File: src/design/rcl_pkg.sv
package rcl_pkg;

    localparam int CharW  = 8;
    localparam int CountW = 7;
    localparam int OutW   = 24;

    typedef enum logic [2:0] {
        K_TIME,
        K_DATE,
        K_WAIT,
        K_DATE_NULL,
        K_ID,
        K_ACT
    } kind_t;

    localparam logic [5:0] E_TIME = 6'd1;
    localparam logic [5:0] E_DATE = 6'd2;
    localparam logic [5:0] E_WAIT = 6'd4;
    localparam logic [5:0] E_ID   = 6'd8;
    localparam logic [5:0] E_ACT  = 6'd16;
    localparam logic [5:0] E_MISS = 6'd32;

    typedef struct packed {
        logic [3:0]  field_index;
        logic [3:0]  char_position;
        logic [6:0]  first_number;
        logic [6:0]  second_number;
        logic [6:0]  year_hi;
        logic [6:0]  year_lo;
        logic [7:0]  relay_number;
        logic [3:0]  word_match_flags;
        logic        token_bad;
        logic [5:0]  error_flags;
        logic [7:0]  pair_count;
        logic        in_separator;
        logic        line_format;
        logic        at_line_start;
    } rcl_state_t;

    typedef struct packed {
        logic       line_ok;
        logic       empty_error;
        logic       time_error;
        logic       date_error;
        logic       wait_error;
        logic       id_error;
        logic       action_error;
        logic       missing_error;
        logic       no_command_warning;
        logic [7:0] command_count;
    } rcl_result_t;

    function automatic logic [3:0] pair_start(input logic lf);
        return lf ? 4'd5 : 4'd2;
    endfunction

    function automatic kind_t field_kind(input logic [3:0] fi, input logic lf);
        kind_t k;
        k = K_ACT;
        if (fi < pair_start(lf)) begin
            if (lf) begin
                case (fi)
                    4'd0:    k = K_TIME;
                    4'd1:    k = K_DATE;
                    4'd2:    k = K_WAIT;
                    4'd3:    k = K_TIME;
                    default: k = K_DATE_NULL;
                endcase
            end else begin
                k = (fi == 4'd0) ? K_TIME : K_DATE;
            end
        end else if (fi == pair_start(lf)) begin
            k = K_ID;
        end
        return k;
    endfunction

    // Letters of on, off, toggle, wait; zero past a word's end
    function automatic logic [7:0] word_char(input logic [1:0] w, input logic [3:0] p);
        logic [7:0] ch;
        ch = 8'h00;
        case (w)
            2'd0: begin
                case (p)
                    4'd0:    ch = "o";
                    4'd1:    ch = "n";
                    default: ch = 8'h00;
                endcase
            end
            2'd1: begin
                case (p)
                    4'd0:    ch = "o";
                    4'd1:    ch = "f";
                    4'd2:    ch = "f";
                    default: ch = 8'h00;
                endcase
            end
            2'd2: begin
                case (p)
                    4'd0:    ch = "t";
                    4'd1:    ch = "o";
                    4'd2:    ch = "g";
                    4'd3:    ch = "g";
                    4'd4:    ch = "l";
                    4'd5:    ch = "e";
                    default: ch = 8'h00;
                endcase
            end
            default: begin
                case (p)
                    4'd0:    ch = "w";
                    4'd1:    ch = "a";
                    4'd2:    ch = "i";
                    4'd3:    ch = "t";
                    default: ch = 8'h00;
                endcase
            end
        endcase
        return ch;
    endfunction

    function automatic logic [3:0] word_len(input logic [1:0] w);
        logic [3:0] n;
        case (w)
            2'd0:    n = 4'd2;
            2'd1:    n = 4'd3;
            2'd2:    n = 4'd6;
            default: n = 4'd4;
        endcase
        return n;
    endfunction

    function automatic logic [4:0] month_days(input logic [3:0] m);
        logic [4:0] n;
        case (m)
            4'd1, 4'd3, 4'd5, 4'd7, 4'd8, 4'd10, 4'd12: n = 5'd31;
            4'd4, 4'd6, 4'd9, 4'd11:                     n = 5'd30;
            4'd2:                                        n = 5'd28;
            default:                                     n = 5'd0;
        endcase
        return n;
    endfunction

    localparam rcl_state_t LINE_CLEAR = '{
        field_index: 4'd0, char_position: 4'd0, first_number: 7'd0,
        second_number: 7'd0, year_hi: 7'd0, year_lo: 7'd0, relay_number: 8'd0,
        word_match_flags: 4'hF, token_bad: 1'b0, error_flags: 6'd0,
        pair_count: 8'd0, in_separator: 1'b1, line_format: 1'b0,
        at_line_start: 1'b1
    };

endpackage

File: src/design/rcl_parse.sv
module rcl_parse
    import rcl_pkg::*;
(
    input  rcl_state_t        st,
    input  logic [CharW-1:0]  char_code,
    input  logic              line_end,
    input  logic              repeat_line,
    input  logic [CountW-1:0] relay_count,
    output rcl_state_t        st_next,
    output rcl_result_t       result
);

    rcl_state_t  s;
    kind_t       kind;
    logic        is_ws;
    logic        is_dig;
    logic        do_end;
    logic        bad;
    logic        ok;
    logic        leap;
    logic [3:0]  p;
    logic [3:0]  ps;
    logic [7:0]  d;
    logic [7:0]  lc;
    logic [10:0] acc;
    logic [11:0] racc;
    logic [4:0]  mlen;

    always_comb
    begin
        s      = st;
        result = '0;
        do_end = 1'b0;
        bad    = 1'b0;
        ok     = 1'b0;
        leap   = 1'b0;
        mlen   = 5'd0;
        acc    = '0;
        racc   = '0;
        is_ws  = (char_code == 8'h20) || (char_code >= 8'h09 && char_code <= 8'h0D);
        is_dig = (char_code >= 8'h30) && (char_code <= 8'h39);
        d      = char_code - 8'h30;
        lc     = (char_code >= 8'h41 && char_code <= 8'h5A) ? char_code + 8'h20 : char_code;

        if (s.at_line_start)
        begin
            s.line_format   = repeat_line;
            s.at_line_start = 1'b0;
        end
        ps   = pair_start(s.line_format);
        kind = field_kind(s.field_index, s.line_format);
        p    = s.char_position;

        if (is_ws)
        begin
            do_end = !s.in_separator;
        end
        else
        begin
            if (s.in_separator)
            begin
                s.in_separator     = 1'b0;
                s.char_position    = 4'd0;
                s.token_bad        = 1'b0;
                s.first_number     = 7'd0;
                s.second_number    = 7'd0;
                s.year_hi          = 7'd0;
                s.year_lo          = 7'd0;
                s.relay_number     = 8'd0;
                s.word_match_flags = 4'hF;
                if (kind == K_ACT && s.pair_count != 8'hFF)
                    s.pair_count = s.pair_count + 8'd1;
            end
            p = s.char_position;
            case (kind)
                K_TIME:
                begin
                    if (p == 4'd2 || p == 4'd5)
                    begin
                        if (char_code != 8'h3A) s.token_bad = 1'b1;
                    end
                    else if (p >= 4'd8 || !is_dig)
                        s.token_bad = 1'b1;
                    else if (p == 4'd0 || p == 4'd3 || p == 4'd6)
                        s.first_number = d[6:0];
                    else
                    begin
                        acc = 11'(s.first_number) * 11'd10 + 11'(d);
                        s.first_number = acc[6:0];
                        if (acc[6:0] > ((p == 4'd1) ? 7'd23 : 7'd59)) s.token_bad = 1'b1;
                    end
                end
                K_DATE, K_DATE_NULL:
                begin
                    if (p == 4'd2 || p == 4'd5)
                    begin
                        if (char_code != 8'h2F) s.token_bad = 1'b1;
                    end
                    else if (p >= 4'd10 || !is_dig)
                        s.token_bad = 1'b1;
                    else
                    begin
                        // hold the year as two decimal halves for the leap test
                        if (p < 4'd2)
                            acc = 11'(s.first_number) * 11'd10 + 11'(d);
                        else if (p < 4'd5)
                            acc = 11'(s.second_number) * 11'd10 + 11'(d);
                        else if (p < 4'd8)
                            acc = 11'(s.year_hi) * 11'd10 + 11'(d);
                        else
                            acc = 11'(s.year_lo) * 11'd10 + 11'(d);
                        if (p < 4'd2)      s.first_number  = acc[6:0];
                        else if (p < 4'd5) s.second_number = acc[6:0];
                        else if (p < 4'd8) s.year_hi       = acc[6:0];
                        else               s.year_lo       = acc[6:0];
                    end
                end
                K_ID:
                begin
                    if (p == 4'd0)
                    begin
                        if (char_code != 8'h72 && char_code != 8'h52) s.token_bad = 1'b1;
                    end
                    else if (!is_dig)
                        s.token_bad = 1'b1;
                    else
                    begin
                        racc = 12'(s.relay_number) * 12'd10 + 12'(d);
                        s.relay_number = (racc > 12'd255) ? 8'hFF : racc[7:0];
                    end
                end
                default:
                begin
                    for (int i = 0; i < 4; i++)
                    begin
                        if (p >= word_len(2'(i)) || word_char(2'(i), p) != lc)
                            s.word_match_flags[i] = 1'b0;
                    end
                end
            endcase
            if (s.char_position != 4'hF)
                s.char_position = s.char_position + 4'd1;
            if (line_end) do_end = 1'b1;
        end

        if (line_end && !s.in_separator) do_end = 1'b1;

        if (do_end)
        begin
            bad = s.token_bad;
            case (kind)
                K_TIME:
                begin
                    if (s.char_position != 4'd8 || bad) s.error_flags |= E_TIME;
                end
                K_DATE, K_DATE_NULL:
                begin
                    if (s.char_position != 4'd10) bad = 1'b1;
                    if (!bad)
                    begin
                        if (s.second_number > 7'd12)
                            bad = 1'b1;
                        else
                        begin
                            leap = (s.year_lo == 7'd0) ? (s.year_hi[1:0] == 2'd0)
                                                       : (s.year_lo[1:0] == 2'd0);
                            mlen = month_days(s.second_number[3:0]);
                            if (s.second_number == 7'd2 && leap) mlen = 5'd29;
                            if (s.first_number > 7'(mlen)) bad = 1'b1;
                        end
                        if (kind == K_DATE && (s.first_number == 7'd0 ||
                            s.second_number == 7'd0 ||
                            (s.year_hi == 7'd0 && s.year_lo == 7'd0)))
                            bad = 1'b1;
                    end
                    if (bad) s.error_flags |= E_DATE;
                end
                K_WAIT:
                begin
                    if (!(s.word_match_flags[3] && s.char_position == 4'd4))
                        s.error_flags |= E_WAIT;
                end
                K_ID:
                begin
                    if (bad || s.char_position < 4'd2 || s.relay_number > 8'(relay_count))
                        s.error_flags |= E_ID;
                end
                default:
                begin
                    for (int i = 0; i < 3; i++)
                    begin
                        if (s.word_match_flags[i] && s.char_position == word_len(2'(i)))
                            ok = 1'b1;
                    end
                    if (!ok) s.error_flags |= E_ACT;
                end
            endcase
            if (kind == K_ACT)
                s.field_index = ps;
            else if (s.field_index != 4'hF)
                s.field_index = s.field_index + 4'd1;
            s.in_separator = 1'b1;
        end

        if (line_end)
        begin
            if (s.field_index == 4'd0)
                result.empty_error = 1'b1;
            else
            begin
                if (s.field_index < ps || (s.field_index == ps && s.pair_count == 8'd0)
                    || s.field_index == ps + 4'd1)
                    s.error_flags |= E_MISS;
                result.line_ok            = (s.error_flags == 6'd0);
                result.time_error         = s.error_flags[0];
                result.date_error         = s.error_flags[1];
                result.wait_error         = s.error_flags[2];
                result.id_error           = s.error_flags[3];
                result.action_error       = s.error_flags[4];
                result.missing_error      = s.error_flags[5];
                result.no_command_warning = (s.field_index == ps + 4'd1) &&
                                            (s.pair_count == 8'd0);
                result.command_count      = s.pair_count;
            end
            st_next = LINE_CLEAR;
            st_next.line_format = s.line_format;
        end
        else
            st_next = s;
    end

endmodule

File: config.mk
export PLATFORM = sky130hd
export DESIGN_NAME = rcl_parse
export DESIGN_NICKNAME = d
export VERILOG_FILES = /design/src/design/rcl_pkg.sv /design/src/design/rcl_parse.sv
export SDC_FILE = /design/constraint.sdc
export NUM_CORES = 1
export LEC_CHECK = 0
export BUFFER_PORTS_ARGS = -buffer_cell sky130_fd_sc_hd__buf_4
export CORE_ASPECT_RATIO = 1.5
export CORE_UTILIZATION = 55
export DETAILED_ROUTE_END_ITERATION = 6
export GPL_TIMING_DRIVEN = 1
export PLACE_DENSITY = 0.84
export SLEW_MARGIN = 20
export SYNTH_ARGS = -nofsm -noshare
export SYNTH_HDL_FRONTEND = slang
export SYNTH_SLANG_ARGS = --single-unit
File: constraint.sdc
create_clock -name vclk -period 8.2
set_input_delay 0.41 -clock vclk [all_inputs]
set_output_delay 0.41 -clock vclk [all_outputs]
set_load 0.05 [all_outputs]
==> results.ini <==
[run_status]
status=completed

[routing]
wl_um=21800
drtAntennaViolNets=0
vias_per_cell=6.55
drtIter0Drc=772
wl_per_cell_um=19.0
detail_route.first_pass.iterations=5
vias=7517
drc=0

[global_route]
grt_max_degree=61
gr-total-overflow=0
grt_pass1_vias=7045
antenna_found_initial=0
grt_pass1_wl_um=33700
grt_usage=0.380

[sta]
hold_viol=0
setup_slack_ns=1.15
final_max_slew_viol_count=0
tns_ns=0
rsz0062_at_grt=no
fmax_mhz=142
layout_min_cycle_time_ns=7.05
setup_viol=0
slew_headroom=0.229
min_period_over_period=0.860
worstMarginPinSlew_ns=1.14

[run]
cap_violations=0

[synthesis]
seq_area_frac_synth=0
yosysWarnings=0
syn_area_per_cell_um2=6.64
ys_types=90
netlist_instances=882
synth_nets=1047
synth_area_um2=5860

[floorplanning]
dieWidth_um=86.3
initial_core_util=0.572
dieArea_um2=11100
die_h_um=128
num_rows=45
pin_count=166
core_um2=10200

[setup_path]
crit_start=st[2]
crit_top_cell=inv_1
path_max_fanout=60
cp.required_ns=7.79
crit_buf_inv=7
worst_setup_path_start_kind=input pin
critPathKind=in -> out
crit_arrival_ns=6.64
cp-end-kind=primary output
cp_top_family=compound AO/OA/AOI/OAI gates
critical_path.max_stage_delay_ns=0.56
cp_slowest_cell=ha_1

[clocking]
post_cts_buffers=0
cts_resized=0
cts-hold-fix-buffers=0

[layout]
clkbuf_count=0
syn2layout_area_growth_pct=21.7
seq_area_um2=0
antenna_cells=0
drive_above_1_share=0.195
nNetsFinal=1174
design.seq.count=0

[power_and_ir_drop]
power_density_nw_per_um2=79.2
leakage_uw=0.00334
vdd_drop_max_uv=45.4

[worst_hold_path]
hp-class=in -> out
hp-start=st[38]

[placement]
place_ws_ns=1.27
io_buffer_count=166
dp_hpwl_um=17500
place_congestion=1.02

kinds of logic (layout without fill, tap and decap cells):
kind of cell / after synthesis / in the layout / synth area share
compound gates: 255 / 255 / 0.302
buf+inv: 95 / 220 / 0.0632
mux: 20 / 20 / 0.0365
fa+ha+maj: 83 / 83 / 0.186
simple gates: 380 / 380 / 0.340
xor+xnor: 49 / 49 / 0.0733
final timing paths:
check	cells past startpoint	slack [ns]	endpoint
max	32	1.15	result[13]
min	4	1.22	st_next[38]
through the flow:
step	cells	cell area, um2	hold WS, ns	total power, uW	utilization
6_report	1148	7130	1.22	565	0.696
5_1_grt	1148	7130	1.24	604	0.696
2_1_floorplan	882	5860	0.987	386	-
3_5_place_dp	1148	7130	1.22	551	0.696
3_3_place_gp	1148	7130	1.22	546	0.696
4_1_cts	1148	7130	1.22	554	0.696
power breakdown:
part | switching, uW | internal [uW] | total (uW)
clock | 0 | 0 | 0
combinational | 363 | 201 | 565
sequential | 0 | 0 | 0
cells in the mapped netlist (22+ instances only):
cell        n  area share
ha_1       75        0.16
clkbuf_1   36       0.023
a21oi_1    47       0.040
nor3_1     25       0.021
nor2_1    123       0.079
nand3_1    22       0.019
nor2b_1    30       0.032
o21ai_0    43       0.037
inv_1      49       0.031
nand2_1    71       0.045
xnor2_1    32       0.048
routing by layer:
metal	vias up	share of wire	GRT usage
met1	3431	0.36	0.423
met3	109	0.084	0.0468
met4	0	0.057	0.205
met2	469	0.50	0.692
li1	3508	-	-
met5	-	0	0
cells in the final DEF, fill, tap and decap left out, types with 5 or more instances in the layout:
| cell type | instances |
|---|---|
| buf_4 | 170 |
| nor2_1 | 123 |
| ha_1 | 75 |
| nand2_1 | 71 |
| inv_1 | 49 |
| a21oi_1 | 47 |
| o21ai_0 | 43 |
| xnor2_1 | 32 |
| nor2b_1 | 30 |
| nor3_1 | 25 |
| nand3_1 | 22 |
| and2_1 | 17 |
| xor2_1 | 17 |
| a22oi_1 | 17 |
| a31oi_1 | 16 |
| mux2i_1 | 14 |
| nand4_1 | 13 |
| a21o_1 | 12 |
| nand2b_1 | 11 |
| a211oi_1 | 11 |
| and3_1 | 11 |
| o21ai_1 | 10 |
| o21a_1 | 9 |
| o211ai_1 | 8 |
| a22o_1 | 7 |
| nor4_1 | 7 |
| fa_1 | 7 |
| o21bai_1 | 6 |
| nand4b_1 | 6 |
| o22ai_1 | 6 |
| o2111ai_1 | 5 |
| a32oi_1 | 5 |
| nor3b_1 | 5 |
layout make-up:
cell class,instances,area [um2]
tap,141,176
timing repair buffer,170,1280
multi-input combinational,787,5490
inverter,50,188
fill,978,3120
No activity file was read; power rests on OpenSTA's default activity.
